--- src/tss_pkg.sv ---
// Shared widths, codes and types of the time-slice task scheduler.
`default_nettype none

package tss_pkg;

  localparam int TASK_W        = 3;
  localparam int CNT_W         = 9;
  localparam int PRIO_W        = 8;
  localparam int REF_W         = 8;
  localparam int NUM_TASKS_DEF = 8;

  localparam logic CMD_TICK = 1'b0;
  localparam logic CMD_LOAD = 1'b1;

  localparam logic MODE_SHORTEST = 1'b0;
  localparam logic MODE_PRIORITY = 1'b1;

  // One task table entry.
  typedef struct packed {
    logic [CNT_W-1:0]  cnt;
    logic [PRIO_W-1:0] prio;
    logic [REF_W-1:0]  refill;
  } entry_t;

  // Task table port controls; addresses travel beside it.
  typedef struct packed {
    logic   rd_en;
    logic   wr_en;
    entry_t wr_data;
  } mem_ctl_t;

  // Verdict on one scanned entry.
  typedef struct packed {
    logic             take;
    logic [CNT_W-1:0] cnt;
    logic [CNT_W-1:0] key;
  } pick_t;

  // One result transaction.
  typedef struct packed {
    logic [TASK_W-1:0] running_task;
    logic              switched;
    logic              refilled;
    logic              no_ready;
    logic [CNT_W-1:0]  running_counter;
  } res_t;

endpackage

`default_nettype wire

--- src/tss_if.sv ---
// Input and result channel interfaces of the task scheduler.
`default_nettype none

interface tss_in_if import tss_pkg::*; ();
  logic              valid;
  logic              ready;
  logic              command;
  logic [TASK_W-1:0] task_index;
  logic [PRIO_W-1:0] priority_value;
  logic [REF_W-1:0]  refill_value;

  modport source (output valid, command, task_index, priority_value, refill_value,
                  input ready);
  modport sink (input valid, command, task_index, priority_value, refill_value,
                output ready);
endinterface

interface tss_out_if import tss_pkg::*; ();
  logic              valid;
  logic              ready;
  logic [TASK_W-1:0] running_task;
  logic              switched;
  logic              refilled;
  logic              no_ready;
  logic [CNT_W-1:0]  running_counter;

  modport source (output valid, running_task, switched, refilled, no_ready,
                  running_counter, input ready);
  modport sink (input valid, running_task, switched, refilled, no_ready,
                running_counter, output ready);
endinterface

`default_nettype wire

--- src/timeslice_task_scheduler_unit.sv ---
// A load or a tick that keeps the running task passes S_RDCUR, S_CUR and S_DONE, then the output register.
// A reschedule scans the task table one entry a cycle through the single read port:
// one pass makes NUM_TASKS-1 reads, two passes when a refill is needed;
// one transaction is in work at a time.
// The next input is taken once the result has moved into the output register.
// Reset: synchronous, active low; table valid bits clear at once, no clearing pass.
`default_nettype none

module timeslice_task_scheduler_unit import tss_pkg::*; #(
  parameter int NUM_TASKS = NUM_TASKS_DEF
) (
  input  wire logic clk,
  input  wire logic rst_n,
  input  wire logic cfg_we,
  input  wire logic cfg_wdata,
  tss_in_if.sink    in_ch,
  tss_out_if.source out_ch
);

  localparam int AW = $clog2(NUM_TASKS);

  logic          policy_mode_r;
  mem_ctl_t      mem_ctl;
  logic [AW-1:0] mem_waddr;
  logic [AW-1:0] mem_raddr;
  entry_t        rd_data;
  res_t          res;
  logic          res_valid;
  logic          res_ready;
  logic          out_valid_r, out_valid_nxt;
  res_t          out_res_r;

  always_ff @(posedge clk) begin
    if (!rst_n) begin
      policy_mode_r <= MODE_SHORTEST;
    end else if (cfg_we) begin
      policy_mode_r <= cfg_wdata;
    end
  end

  tss_mem #(
    .DEPTH (NUM_TASKS),
    .AW    (AW)
  ) u_mem (
    .clk     (clk),
    .rst_n   (rst_n),
    .ctl     (mem_ctl),
    .waddr   (mem_waddr),
    .raddr   (mem_raddr),
    .rd_data (rd_data)
  );

  tss_seq #(
    .NUM_TASKS (NUM_TASKS),
    .AW        (AW)
  ) u_seq (
    .clk       (clk),
    .rst_n     (rst_n),
    .mode      (policy_mode_r),
    .in_ch     (in_ch),
    .mem_ctl   (mem_ctl),
    .mem_waddr (mem_waddr),
    .mem_raddr (mem_raddr),
    .rd_data   (rd_data),
    .res       (res),
    .res_valid (res_valid),
    .res_ready (res_ready)
  );

  // Output register: load when empty or being drained.
  assign res_ready = !out_valid_r || out_ch.ready;

  always_comb begin
    out_valid_nxt = out_valid_r;
    if (res_valid && res_ready) begin
      out_valid_nxt = 1'b1;
    end else if (out_ch.ready) begin
      out_valid_nxt = 1'b0;
    end
  end

  always_ff @(posedge clk) begin
    if (!rst_n) begin
      out_valid_r <= 1'b0;
    end else begin
      out_valid_r <= out_valid_nxt;
    end
  end

  always_ff @(posedge clk) begin
    if (res_valid && res_ready) begin
      out_res_r <= res;
    end
  end

  assign out_ch.valid           = out_valid_r;
  assign out_ch.running_task    = out_res_r.running_task;
  assign out_ch.switched        = out_res_r.switched;
  assign out_ch.refilled        = out_res_r.refilled;
  assign out_ch.no_ready        = out_res_r.no_ready;
  assign out_ch.running_counter = out_res_r.running_counter;

endmodule

`default_nettype wire

--- src/tss_mem.sv ---
// Task table memory: one write and one registered read per cycle, per-entry valid bits.
`default_nettype none

module tss_mem import tss_pkg::*; #(
  parameter int DEPTH = NUM_TASKS_DEF,
  parameter int AW    = $clog2(NUM_TASKS_DEF)
) (
  input  wire logic          clk,
  input  wire logic          rst_n,
  input  wire mem_ctl_t      ctl,
  input  wire logic [AW-1:0] waddr,
  input  wire logic [AW-1:0] raddr,
  output entry_t             rd_data
);

  entry_t           mem_r [DEPTH];
  entry_t           rd_q_r;
  logic [DEPTH-1:0] vld_r;
  logic             rd_vld_r;

  always_ff @(posedge clk) begin
    if (ctl.wr_en) begin
      mem_r[waddr] <= ctl.wr_data;
    end
    if (ctl.rd_en) begin
      rd_q_r <= mem_r[raddr];
    end
  end

  // Entries never written read as zero, the reset value.
  always_ff @(posedge clk) begin
    if (!rst_n) begin
      vld_r    <= '0;
      rd_vld_r <= 1'b0;
    end else begin
      if (ctl.wr_en) begin
        vld_r[waddr] <= 1'b1;
      end
      if (ctl.rd_en) begin
        rd_vld_r <= vld_r[raddr];
      end
    end
  end

  assign rd_data = rd_vld_r ? rd_q_r : '0;

endmodule

`default_nettype wire

--- src/tss_pick.sv ---
// Per-entry selection compare and refill/decay arithmetic for the table scan.
`default_nettype none

module tss_pick import tss_pkg::*; (
  input  wire logic             mode,
  input  wire logic             refill_pass,
  input  wire entry_t           ent,
  input  wire logic             found,
  input  wire logic [CNT_W-1:0] best_key,
  output pick_t                 pk
);

  logic [CNT_W-1:0] refill_cnt;
  logic [CNT_W-1:0] cnt_eval;
  logic [CNT_W-1:0] prio_x;

  assign prio_x = CNT_W'(ent.prio);

  always_comb begin
    if (mode == MODE_SHORTEST) begin
      refill_cnt = CNT_W'(ent.refill);
    end else begin
      refill_cnt = CNT_W'(ent.cnt[CNT_W-1:1]) + prio_x;
    end
  end

  assign cnt_eval = refill_pass ? refill_cnt : ent.cnt;

  // Scan runs upward, so ties compare with <= / >= to favor the higher index.
  always_comb begin
    pk.cnt = cnt_eval;
    if (mode == MODE_SHORTEST) begin
      pk.key  = cnt_eval;
      pk.take = (cnt_eval != '0) && (!found || cnt_eval <= best_key);
    end else begin
      pk.key  = prio_x;
      pk.take = (cnt_eval != '0) && (ent.prio != '0) && (!found || prio_x >= best_key);
    end
  end

endmodule

`default_nettype wire

--- src/tss_seq.sv ---
// Sequencer: read-modify-write of the task table and the two-pass reschedule scan.
`default_nettype none

module tss_seq import tss_pkg::*; #(
  parameter int NUM_TASKS = NUM_TASKS_DEF,
  parameter int AW        = $clog2(NUM_TASKS_DEF)
) (
  input  wire logic          clk,
  input  wire logic          rst_n,
  input  wire logic          mode,
  tss_in_if.sink             in_ch,
  output mem_ctl_t           mem_ctl,
  output logic [AW-1:0]      mem_waddr,
  output logic [AW-1:0]      mem_raddr,
  input  wire entry_t        rd_data,
  output res_t               res,
  output logic               res_valid,
  input  wire logic          res_ready
);

  localparam int            XW       = (AW > TASK_W) ? AW : TASK_W;
  localparam logic [AW-1:0] LAST_IDX = AW'(NUM_TASKS - 1);

  typedef enum logic [4:0] {
    S_IDLE  = 5'b00001,
    S_RDCUR = 5'b00010,
    S_CUR   = 5'b00100,
    S_SCAN  = 5'b01000,
    S_DONE  = 5'b10000
  } state_t;

  state_t            state_r, state_nxt;
  logic              cmd_r, cmd_nxt;
  logic [TASK_W-1:0] cur_r, cur_nxt;
  logic [AW-1:0]     scan_addr_r, scan_addr_nxt;
  logic              issue_r, issue_nxt;
  logic [AW-1:0]     rd_idx_r, rd_idx_nxt;
  logic              rd_chk_r, rd_chk_nxt;
  logic              pass_r, pass_nxt;
  logic [AW-1:0]     best_idx_r, best_idx_nxt;
  logic [CNT_W-1:0]  best_key_r, best_key_nxt;
  logic [CNT_W-1:0]  best_cnt_r, best_cnt_nxt;
  res_t              res_r, res_nxt;

  logic              start_scan;
  logic              start_refill;
  logic [XW-1:0]     cur_x;
  logic [AW-1:0]     cur_addr;
  logic [XW-1:0]     idx_x;
  logic [AW-1:0]     load_addr;
  logic              load_ok;
  logic [CNT_W-1:0]  dec_cnt;
  pick_t             pk;
  logic              fin_found;
  logic [AW-1:0]     fin_idx;
  logic [CNT_W-1:0]  fin_cnt;
  logic [XW-1:0]     fin_x;
  logic [TASK_W-1:0] fin_task;

  assign cur_x     = XW'(cur_r);
  assign cur_addr  = cur_x[AW-1:0];
  assign idx_x     = XW'(in_ch.task_index);
  assign load_addr = idx_x[AW-1:0];
  assign load_ok   = (in_ch.task_index != '0) && (int'(in_ch.task_index) < NUM_TASKS);
  assign dec_cnt   = (rd_data.cnt == '0) ? '0 : rd_data.cnt - CNT_W'(1);

  tss_pick u_pick (
    .mode        (mode),
    .refill_pass (pass_r),
    .ent         (rd_data),
    .found       (best_idx_r != '0),
    .best_key    (best_key_r),
    .pk          (pk)
  );

  assign fin_found = pk.take || (best_idx_r != '0);
  assign fin_idx   = pk.take ? rd_idx_r : best_idx_r;
  assign fin_cnt   = pk.take ? pk.cnt : best_cnt_r;
  assign fin_x     = XW'(fin_idx);
  assign fin_task  = fin_x[TASK_W-1:0];

  assign in_ch.ready = (state_r == S_IDLE);
  assign res_valid   = (state_r == S_DONE);
  assign res         = res_r;

  always_comb begin
    state_nxt     = state_r;
    cmd_nxt       = cmd_r;
    cur_nxt       = cur_r;
    scan_addr_nxt = scan_addr_r;
    issue_nxt     = issue_r;
    rd_idx_nxt    = rd_idx_r;
    rd_chk_nxt    = 1'b0;
    pass_nxt      = pass_r;
    best_idx_nxt  = best_idx_r;
    best_key_nxt  = best_key_r;
    best_cnt_nxt  = best_cnt_r;
    res_nxt       = res_r;
    start_scan    = 1'b0;
    start_refill  = 1'b0;
    mem_ctl       = '0;
    mem_waddr     = '0;
    mem_raddr     = '0;

    case (state_r)
      S_IDLE: begin
        if (in_ch.valid) begin
          cmd_nxt = in_ch.command;
          if (in_ch.command == CMD_LOAD) begin
            if (load_ok) begin
              mem_ctl.wr_en          = 1'b1;
              mem_waddr              = load_addr;
              mem_ctl.wr_data.cnt    = '0;
              mem_ctl.wr_data.prio   = in_ch.priority_value;
              mem_ctl.wr_data.refill = in_ch.refill_value;
            end
            state_nxt = S_RDCUR;
          end else if (cur_r == '0) begin
            start_scan = 1'b1;
          end else begin
            state_nxt = S_RDCUR;
          end
        end
      end

      S_RDCUR: begin
        mem_ctl.rd_en = 1'b1;
        mem_raddr     = cur_addr;
        state_nxt     = S_CUR;
      end

      S_CUR: begin
        if (cmd_r == CMD_LOAD) begin
          res_nxt   = '{running_task: cur_r, switched: 1'b0, refilled: 1'b0,
                        no_ready: 1'b0, running_counter: rd_data.cnt};
          state_nxt = S_DONE;
        end else begin
          // Saturating decrement, written back before any scan read.
          mem_ctl.wr_en       = 1'b1;
          mem_waddr           = cur_addr;
          mem_ctl.wr_data     = rd_data;
          mem_ctl.wr_data.cnt = dec_cnt;
          if (dec_cnt == '0) begin
            start_scan = 1'b1;
          end else begin
            res_nxt   = '{running_task: cur_r, switched: 1'b0, refilled: 1'b0,
                          no_ready: 1'b0, running_counter: dec_cnt};
            state_nxt = S_DONE;
          end
        end
      end

      S_SCAN: begin
        if (issue_r) begin
          mem_ctl.rd_en = 1'b1;
          mem_raddr     = scan_addr_r;
          rd_idx_nxt    = scan_addr_r;
          rd_chk_nxt    = 1'b1;
          if (scan_addr_r == LAST_IDX) begin
            issue_nxt = 1'b0;
          end else begin
            scan_addr_nxt = scan_addr_r + AW'(1);
          end
        end
        if (rd_chk_r) begin
          // Refill pass: write the new counter back and judge it in the same cycle.
          if (pass_r) begin
            mem_ctl.wr_en       = 1'b1;
            mem_waddr           = rd_idx_r;
            mem_ctl.wr_data     = rd_data;
            mem_ctl.wr_data.cnt = pk.cnt;
          end
          if (pk.take) begin
            best_idx_nxt = rd_idx_r;
            best_key_nxt = pk.key;
            best_cnt_nxt = pk.cnt;
          end
          if (rd_idx_r == LAST_IDX) begin
            if (fin_found) begin
              res_nxt   = '{running_task: fin_task, switched: (fin_task != cur_r),
                            refilled: pass_r, no_ready: 1'b0, running_counter: fin_cnt};
              cur_nxt   = fin_task;
              state_nxt = S_DONE;
            end else if (!pass_r) begin
              start_scan   = 1'b1;
              start_refill = 1'b1;
            end else begin
              res_nxt   = '{running_task: '0, switched: (cur_r != '0), refilled: 1'b1,
                            no_ready: 1'b1, running_counter: '0};
              cur_nxt   = '0;
              state_nxt = S_DONE;
            end
          end
        end
      end

      S_DONE: begin
        if (res_ready) begin
          state_nxt = S_IDLE;
        end
      end

      default: begin
        state_nxt = S_IDLE;
      end
    endcase

    if (start_scan) begin
      state_nxt     = S_SCAN;
      scan_addr_nxt = AW'(1);
      issue_nxt     = 1'b1;
      rd_chk_nxt    = 1'b0;
      pass_nxt      = start_refill;
      best_idx_nxt  = '0;
      best_key_nxt  = '0;
      best_cnt_nxt  = '0;
    end
  end

  always_ff @(posedge clk) begin
    if (!rst_n) begin
      state_r  <= S_IDLE;
      cur_r    <= '0;
      issue_r  <= 1'b0;
      rd_chk_r <= 1'b0;
      pass_r   <= 1'b0;
    end else begin
      state_r  <= state_nxt;
      cur_r    <= cur_nxt;
      issue_r  <= issue_nxt;
      rd_chk_r <= rd_chk_nxt;
      pass_r   <= pass_nxt;
    end
  end

  always_ff @(posedge clk) begin
    cmd_r       <= cmd_nxt;
    scan_addr_r <= scan_addr_nxt;
    rd_idx_r    <= rd_idx_nxt;
    best_idx_r  <= best_idx_nxt;
    best_key_r  <= best_key_nxt;
    best_cnt_r  <= best_cnt_nxt;
    res_r       <= res_nxt;
  end

endmodule

`default_nettype wire

--- src/flat_wrapper.sv ---
// flat-port wrapper written by rule: the top's interface ports become plain ports
module timeslice_task_scheduler_unit_flat import tss_pkg::*;
#(
  parameter int NUM_TASKS = NUM_TASKS_DEF
)
  (clk, rst_n, cfg_we, cfg_wdata, in_ch_valid, in_ch_command, in_ch_task_index, in_ch_priority_value, in_ch_refill_value, in_ch_ready, out_ch_valid, out_ch_running_task, out_ch_switched, out_ch_refilled, out_ch_no_ready, out_ch_running_counter, out_ch_ready);
  tss_in_if in_ch_i ();
  tss_out_if out_ch_i ();
  input  wire logic clk;
  input  wire logic rst_n;
  input  wire logic cfg_we;
  input  wire logic cfg_wdata;
  input wire logic [$bits(in_ch_i.valid)-1:0] in_ch_valid;
  input wire logic [$bits(in_ch_i.command)-1:0] in_ch_command;
  input wire logic [$bits(in_ch_i.task_index)-1:0] in_ch_task_index;
  input wire logic [$bits(in_ch_i.priority_value)-1:0] in_ch_priority_value;
  input wire logic [$bits(in_ch_i.refill_value)-1:0] in_ch_refill_value;
  output wire logic [$bits(in_ch_i.ready)-1:0] in_ch_ready;
  output wire logic [$bits(out_ch_i.valid)-1:0] out_ch_valid;
  output wire logic [$bits(out_ch_i.running_task)-1:0] out_ch_running_task;
  output wire logic [$bits(out_ch_i.switched)-1:0] out_ch_switched;
  output wire logic [$bits(out_ch_i.refilled)-1:0] out_ch_refilled;
  output wire logic [$bits(out_ch_i.no_ready)-1:0] out_ch_no_ready;
  output wire logic [$bits(out_ch_i.running_counter)-1:0] out_ch_running_counter;
  input wire logic [$bits(out_ch_i.ready)-1:0] out_ch_ready;
  assign in_ch_i.valid = in_ch_valid;
  assign in_ch_i.command = in_ch_command;
  assign in_ch_i.task_index = in_ch_task_index;
  assign in_ch_i.priority_value = in_ch_priority_value;
  assign in_ch_i.refill_value = in_ch_refill_value;
  assign in_ch_ready = in_ch_i.ready;
  assign out_ch_valid = out_ch_i.valid;
  assign out_ch_running_task = out_ch_i.running_task;
  assign out_ch_switched = out_ch_i.switched;
  assign out_ch_refilled = out_ch_i.refilled;
  assign out_ch_no_ready = out_ch_i.no_ready;
  assign out_ch_running_counter = out_ch_i.running_counter;
  assign out_ch_i.ready = out_ch_ready;
  timeslice_task_scheduler_unit #(.NUM_TASKS(NUM_TASKS)) u_core (.clk(clk), .rst_n(rst_n), .cfg_we(cfg_we), .cfg_wdata(cfg_wdata), .in_ch(in_ch_i), .out_ch(out_ch_i));
endmodule
--- config.mk ---
export PLATFORM = sky130hd
export DESIGN_NAME = timeslice_task_scheduler_unit_flat
export DESIGN_NICKNAME = d
export VERILOG_FILES = /design/src/tss_pkg.sv /design/src/tss_if.sv /design/src/timeslice_task_scheduler_unit.sv /design/src/tss_mem.sv /design/src/tss_pick.sv /design/src/tss_seq.sv /design/src/flat_wrapper.sv
export SDC_FILE = /design/constraint.sdc
export NUM_CORES = 1
export LEC_CHECK = 0
export BUFFER_PORTS_ARGS = -buffer_cell sky130_fd_sc_hd__buf_2
export CORE_ASPECT_RATIO = 0.6
export CORE_MARGIN = 8
export CORE_UTILIZATION = 34
export DETAILED_ROUTE_END_ITERATION = 8
export SYNTH_ARGS = -nofsm -noshare
export SYNTH_HDL_FRONTEND = slang
export SYNTH_SLANG_ARGS = --single-unit
--- constraint.sdc ---
create_clock -name clk -period 19.7 [get_ports clk]
set_clock_uncertainty 0.15 [all_clocks]
set_input_delay 2.955 -clock clk [delete_from_list [all_inputs] [get_ports clk]]
set_output_delay 2.955 -clock clk [all_outputs]
set_load 0.005 [all_outputs]
==> results_dict.tcl, run 1 <==
set metrics [dict create \
    synth-simple-area-share 0.1952 \
    dr.pass1.iters 5 \
    worstPathMaxFanout 65 \
    whs_ps 258.3 \
    final_area_sq_mm 0.01560 \
    drive_above_1_share 0.09542 \
    synth_mux_area_frac 0.02005 \
    required_ps 19720 \
    nets 1339 \
    die_y_microns 173.4 \
    postSynthAreaPerCell_sq_um 10.94 \
    fillers 3909 \
    synth_fp_nets 1332 \
    tns_ps 0 \
    max_freq_mhz 153.9 \
    ir_worst_vdd_uv 58.85 \
    io_pins 43 \
    cts_made_buffers 29 \
    timing.slew.headroom 0.1542 \
    grt_max_degree 79 \
    diodes 0 \
    slew_violations 0 \
    num_vias 9849 \
    critical-path-slowest-cell "nor3_2" \
    critPathCaptureType "register" \
    drtAntennaViolNets 0 \
    synth-seq-cells 305 \
    async_flop_share 0 \
    post-cts-setup-buffer-count 0 \
    cts.sinks 305 \
    cp-start-kind "register" \
    grtUsageTotal 0.1448 \
    clock_latency_ps 570 \
    p_per_area_mw_per_mm2 93.18 \
    die_w_microns 278.4 \
    synthDominantCellAreaShare 0.5539 \
    vias_per_cell 5.350 \
    synth_adder_area_share 0.02103 \
    synth_warnings 0 \
    hold_class "register to register" \
    ys.flop_type "edfxtp_1" \
    antenna_found_initial 0 \
    path_clk_slew_ps 60 \
    drv_cap 0 \
    area_growth_pct 11.13 \
    dpl_cell_area_sq_mm 0.01475 \
    tightest_slew_ps 1262 \
    core-area_sq_mm 0.04058 \
    synth_compound_area_frac 0.09971 \
    gp_congestion 0.9157 \
    postCtsHoldBufs 0 \
    grt_pass1_wl_mm 56.01 \
    drt_wl_total_mm 36.17 \
    fin_util 0.3845 \
    clockBufferDepth 3 \
    synth_xor_xnor_area_share 0.01052 \
    synth_edf_count 259 \
    synth_cell_type_count 74 \
    post-route-min-period_ps 6499 \
    synthCells 1284 \
    rows 57 \
    synth-seq-area-share 0.6195 \
    critical_path_class "register to register" \
    die-area_sq_mm 0.04827 \
    io_buffers 42 \
    post_cts_resized 0 \
    start_util 0.3460 \
    status "complete, no violations" \
    syn_area_sq_mm 0.01404 \
    wl_per_cell_microns 19.64 \
    drtIter0Drc 878 \
    grt_pass1_vias 9357 \
    report.power.total_w 0.001454 \
    cts_tree "yes" \
    yosysTopAreaCell "edfxtp_1" \
    clockRootBuffer "clkbuf_16" \
    p_leak_nw 5.431 \
    synth_top_family_by_area "simple AND/OR/NAND/NOR gates" \
    htree_num_levels 1 \
    rsz0062_at_grt "false" \
    crit_path_max_incr_delay_ps 1020 \
    worst-path-buf-inv 3 \
    cp_cell_sequence "buf_4 -> and2_1 -> ha_1 -> ha_1 -> a221oi_2 -> o21ai_1 -> or4b_2 -> a41o_1 -> inv_1 -> ha_1 -> nor4_1 -> nor3_1 -> o21ai_0 -> a32o_1 -> o41a_1 -> buf_4 -> o31ai_1 -> and2_1 -> nor3_2" \
    crit_top_cell "ha_1" \
    critPathTopFamily "simple AND/OR/NAND/NOR gates" \
    post-dp-hpwl_mm 22.66 \
    hold_violations 0 \
    yosysMostFrequentCell "nand2_1" \
    fin_crit_sh 0.3299 \
    synth_top_cells_by_count "nand2_1 (296), edfxtp_1 (259), nand3_1 (145)" \
    drt_drc_violations_left 0 \
    grt.overflow.total 0 \
    crit_arrival_ps 6520 \
    finalSetupViolCount 0 \
    r2r_slack_ps 13200 \
    synthTopCellsByArea "edfxtp_1 (55%), nand2_1 (7.9%), dfxtp_1 (6.6%), nand3_1 (5.2%), ha_1 (2.0%)" \
]
registers in the layout (all words and copies together), names as in the netlist, 3 cells and up:
signal / flops
u_core.u_seq.cur_addr: 3
u_core.u_mem.rd_q_r: 25
u_core.u_seq.best_key_r: 9
u_core.u_seq.best_idx_r: 3
u_core.u_seq.state_r: 5
u_core.u_mem.mem_r: 200
u_core.out_ch.running_counter: 9
u_core.u_seq.rd_idx_r: 3
u_core.u_mem.vld_r: 8
u_core.u_seq.scan_addr_r: 3
u_core.u_seq.res: 15
u_core.out_ch.running_task: 3
u_core.u_seq.best_cnt_r: 9
layout make-up:
type | instances | area [sq um] | share of cell area
Clock buffer | 41 | 780.7 | 0.05004
Tap cell | 531 | 664.4 | 0.04258
Clock inverter | 9 | 71.32 | 0.004571
Multi-Input combinational cell | 869 | 4945 | 0.3169
Sequential cell | 305 | 8700 | 0.5575
Inverter | 26 | 97.59 | 0.006255
Timing Repair Buffer | 60 | 345.3 | 0.02213
metrics by stage:
stage | instances | setup WS, ps
floorplan | 1284 | 13230
global placement | 1791 | 13570
detailed placement | 1791 | 13310
CTS | 1841 | 13300
global route | 1841 | 12880
finish | 1841 | 13200
layout by cell type (no fill, tap or decap), drive strengths merged, types with 5 or more instances in the layout:
| cell | instances |
|---|---|
| nor3b | 5 |
| a211oi | 9 |
| o211ai | 5 |
| ha | 22 |
| nor2 | 57 |
| clkbuf | 41 |
| nand2 | 296 |
| nand3 | 145 |
| a21oi | 32 |
| a22o | 16 |
| nand2b | 9 |
| dfxtp | 46 |
| a31oi | 5 |
| mux2i | 27 |
| inv | 27 |
| and3 | 7 |
| clkinv | 7 |
| and2 | 22 |
| o31ai | 5 |
| a32o | 5 |
| nor3 | 16 |
| or3 | 5 |
| o21ai | 49 |
| edfxtp | 259 |
| a22oi | 6 |
| a32oi | 5 |
| buf | 60 |
| xor2 | 12 |
| o22ai | 8 |
| o21a | 16 |
| nor2b | 10 |
kinds of logic after synthesis:
group	Yosys count
AO/OA/AOI/OAI	199
XOR/XNOR	16
adder cells (fa/ha/maj)	24
buffers and inverters	110
flip-flops	305
multiplexers	28
AND/OR/NAND/NOR	602
metal layers:
layer	track usage	routed length [microns]	up-vias
met2	0.2145	15440	282
met1	0.2198	17880	4833
met4	0.02492	515	0
met3	0.02675	2335	44
met5	0	0	-
li1	-	-	4690
final timing paths:
check | startpoint | to | cells past startpoint
setup reg to reg | u_core.u_mem.rd_vld_r$_SDFFE_PN0P_ | u_core.u_seq.res[6]$_DFFE_PP_ | 19
setup / recovery | u_core.u_mem.rd_vld_r$_SDFFE_PN0P_ | u_core.u_seq.res[6]$_DFFE_PP_ | 19
hold / removal | u_core.u_seq.res[6]$_DFFE_PP_ | u_core.out_ch.running_counter[6]$_DFFE_PP_ | 0
hold reg to reg | u_core.u_seq.res[6]$_DFFE_PP_ | u_core.out_ch.running_counter[6]$_DFFE_PP_ | 0
power breakdown:
group / leakage [nW] / switching, W / internal (W)
combinational: 2.38 / 0.000118 / 0.0000595
sequential: 2.64 / 0.0000206 / 0.000735
clock: 0.412 / 0.000234 / 0.000287
Note: power is estimated with default switching activity, not from simulation.
==> run 2, diff against run 1 <==
==> constraint.sdc (replaced) <==
create_clock -name clk -period 6.3 [get_ports clk]
set_clock_uncertainty 0.15 [all_clocks]
set_input_delay 0.945 -clock clk [delete_from_list [all_inputs] [get_ports clk]]
set_output_delay 0.945 -clock clk [all_outputs]
set_load 0.005 [all_outputs]
==> results_dict.tcl, run 2 (synthesis results as in run 1) <==
set metrics [dict create \
    rsz0062_at_grt "false" \
    path_clk_slew_ps 60 \
    drtAntennaViolNets 0 \
    grt_pass1_vias 9467 \
    clockRootBuffer "clkbuf_16" \
    cp-start-kind "register" \
    nets 1347 \
    critPathCaptureType "register" \
    htree_num_levels 1 \
    dpl_cell_area_sq_mm 0.01480 \
    cts.sinks 305 \
    ir_worst_vdd_uv 245.9 \
    cts_tree "yes" \
    tightest_slew_ps 1180 \
    num_vias 10006 \
    vias_per_cell 5.397 \
    wl_per_cell_microns 20.21 \
    grt.overflow.total 0 \
    drive_above_1_share 0.1067 \
    required_ps 6650 \
    max_freq_mhz 172.8 \
    postCtsHoldBufs 0 \
    fin_crit_sh 0.9187 \
    reg2reg_from "u_core.u_mem.rd_vld_r$_SDFFE_PN0P_" \
    clock_latency_ps 570 \
    final_area_sq_mm 0.01572 \
    slew_violations 0 \
    top_register "u_core.u_mem.mem_r" \
    setup_slack_ps 512.5 \
    post-route-min-period_ps 5788 \
    io_buffers 42 \
    timing.slew.headroom 0.2115 \
    hold_violations 0 \
    finalSetupViolCount 0 \
    die_w_microns 278.4 \
    grt_pass1_wl_mm 58.00 \
    whs_ps 269.0 \
    largest_register_ffs 200 \
    holdPathStages 0 \
    r2r_end "u_core.u_seq.best_cnt_r[0]$_SDFFE_PP0P_" \
    gp_congestion 0.9002 \
    final_common_cell "nand2_1" \
    r2r_slack_ps 510 \
    grt_max_degree 79 \
    dr.pass1.iters 5 \
    worstPathMaxFanout 26 \
    crit_arrival_ps 6140 \
    critical_path_class "register to register" \
    min_from "u_core.u_seq.res[4]$_DFFE_PP_" \
    drv_cap 0 \
    tns_ps 0 \
    rows 57 \
    status "complete, no violations" \
    die-area_sq_mm 0.04827 \
    post-cts-setup-buffer-count 0 \
    p_per_area_mw_per_mm2 296.3 \
    post-dp-hpwl_mm 23.45 \
    area_growth_pct 11.92 \
    antenna_found_initial 1 \
    start_util 0.3460 \
    cts_made_buffers 29 \
    core-area_sq_mm 0.04058 \
    post_cts_resized 0 \
    pre_cts_slack_ps 674.2 \
    p_leak_nw 5.503 \
    grtUsageTotal 0.1515 \
    layout_common_cells "nand2_1 (296), edfxtp_1 (259), nand3_1 (145)" \
    hold_class "register to register" \
    drt_drc_violations_left 0 \
    worstHoldEndpoint "u_core.out_ch.running_counter[4]$_DFFE_PP_" \
    rr_worst_depth 19 \
    io_pins 43 \
    drtIter0Drc 1113 \
    clockBufferDepth 3 \
    die_y_microns 173.4 \
    drt_wl_total_mm 37.48 \
]
-- run 2: where the power goes --
part / switching (W) / leakage, nW / internal, W / total, W
registers: 0.0000711 / 2.64 / 0.00230 / 0.00237
clock network: 0.000780 / 0.440 / 0.000942 / 0.00172
logic: 0.000374 / 2.42 / 0.000190 / 0.000564
-- run 2: worst max path at each step --
stage | depth (start not counted) | slack [ps] | startpoint | endpoint
after global routing | 19 | 140 | u_core.u_mem.rd_vld_r$_SDFFE_PN0P_ | u_core.u_seq.best_key_r[2]$_SDFFE_PP0P_
after detailed placement | 19 | 670 | u_core.u_mem.rd_vld_r$_SDFFE_PN0P_ | u_core.u_seq.best_cnt_r[0]$_SDFFE_PP0P_
after CTS | 19 | 650 | u_core.u_mem.rd_vld_r$_SDFFE_PN0P_ | u_core.u_seq.best_cnt_r[0]$_SDFFE_PP0P_
final | 19 | 510 | u_core.u_mem.rd_vld_r$_SDFFE_PN0P_ | u_core.u_seq.best_cnt_r[0]$_SDFFE_PP0P_
after global placement | 18 | 800 | u_core.u_mem.rd_vld_r$_SDFFE_PN0P_ | u_core.u_seq.best_key_r[4]$_SDFFE_PP0P_
after floorplan | 24 | 270 | u_core.u_mem.rd_vld_r$_SDFFE_PN0P_ | u_core.u_seq.res[0]$_DFFE_PP_
-- run 2: area by class of cell --
type | instances | area (sq um)
Fill cell | 3867 | 24870
Clock buffer | 35 | 758.2
Antenna cell | 1 | 2.502
Inverter | 26 | 97.59
Multi-Input combinational cell | 869 | 4930
Tap cell | 531 | 664.4
Clock inverter | 19 | 157.7
Timing Repair Buffer | 68 | 405.4
Sequential cell | 305 | 8700
-- run 2: critical path, stage by stage, from the launching register on --
cell	delay, ps
dfxtp_2	640
and2_1	360
ha_1	280
ha_1	260
a221oi_2	60
o21ai_1	170
buf_4	160
or4b_2	600
a41o_1	300
inv_1	100
ha_1	250
nor4_1	310
nor3_1	80
o21ai_0	80
a32o_1	210
o41a_1	610
and3_1	370
buf_4	350
mux2i_1	220
nor2b_1	130
-- run 2: per-layer routing --
metal	part of all wire	GRT usage	up-vias
met5	0	0	-
met4	0.015	0.02860	0
met3	0.071	0.03199	39
met2	0.42	0.2134	320
met1	0.49	0.2354	4940
li1	-	-	4707
-- run 2: per-stage QoR --
step / power [W] / instances / util
2_1_floorplan: 0.002785 / 1284 / -
3_3_place_gp: 0.002963 / 1799 / 0.3646
3_5_place_dp: 0.002966 / 1799 / 0.3646
4_1_cts: 0.004688 / 1853 / 0.3872
5_1_grt: 0.004843 / 1854 / 0.3873
6_report: 0.004657 / 1854 / 0.3873
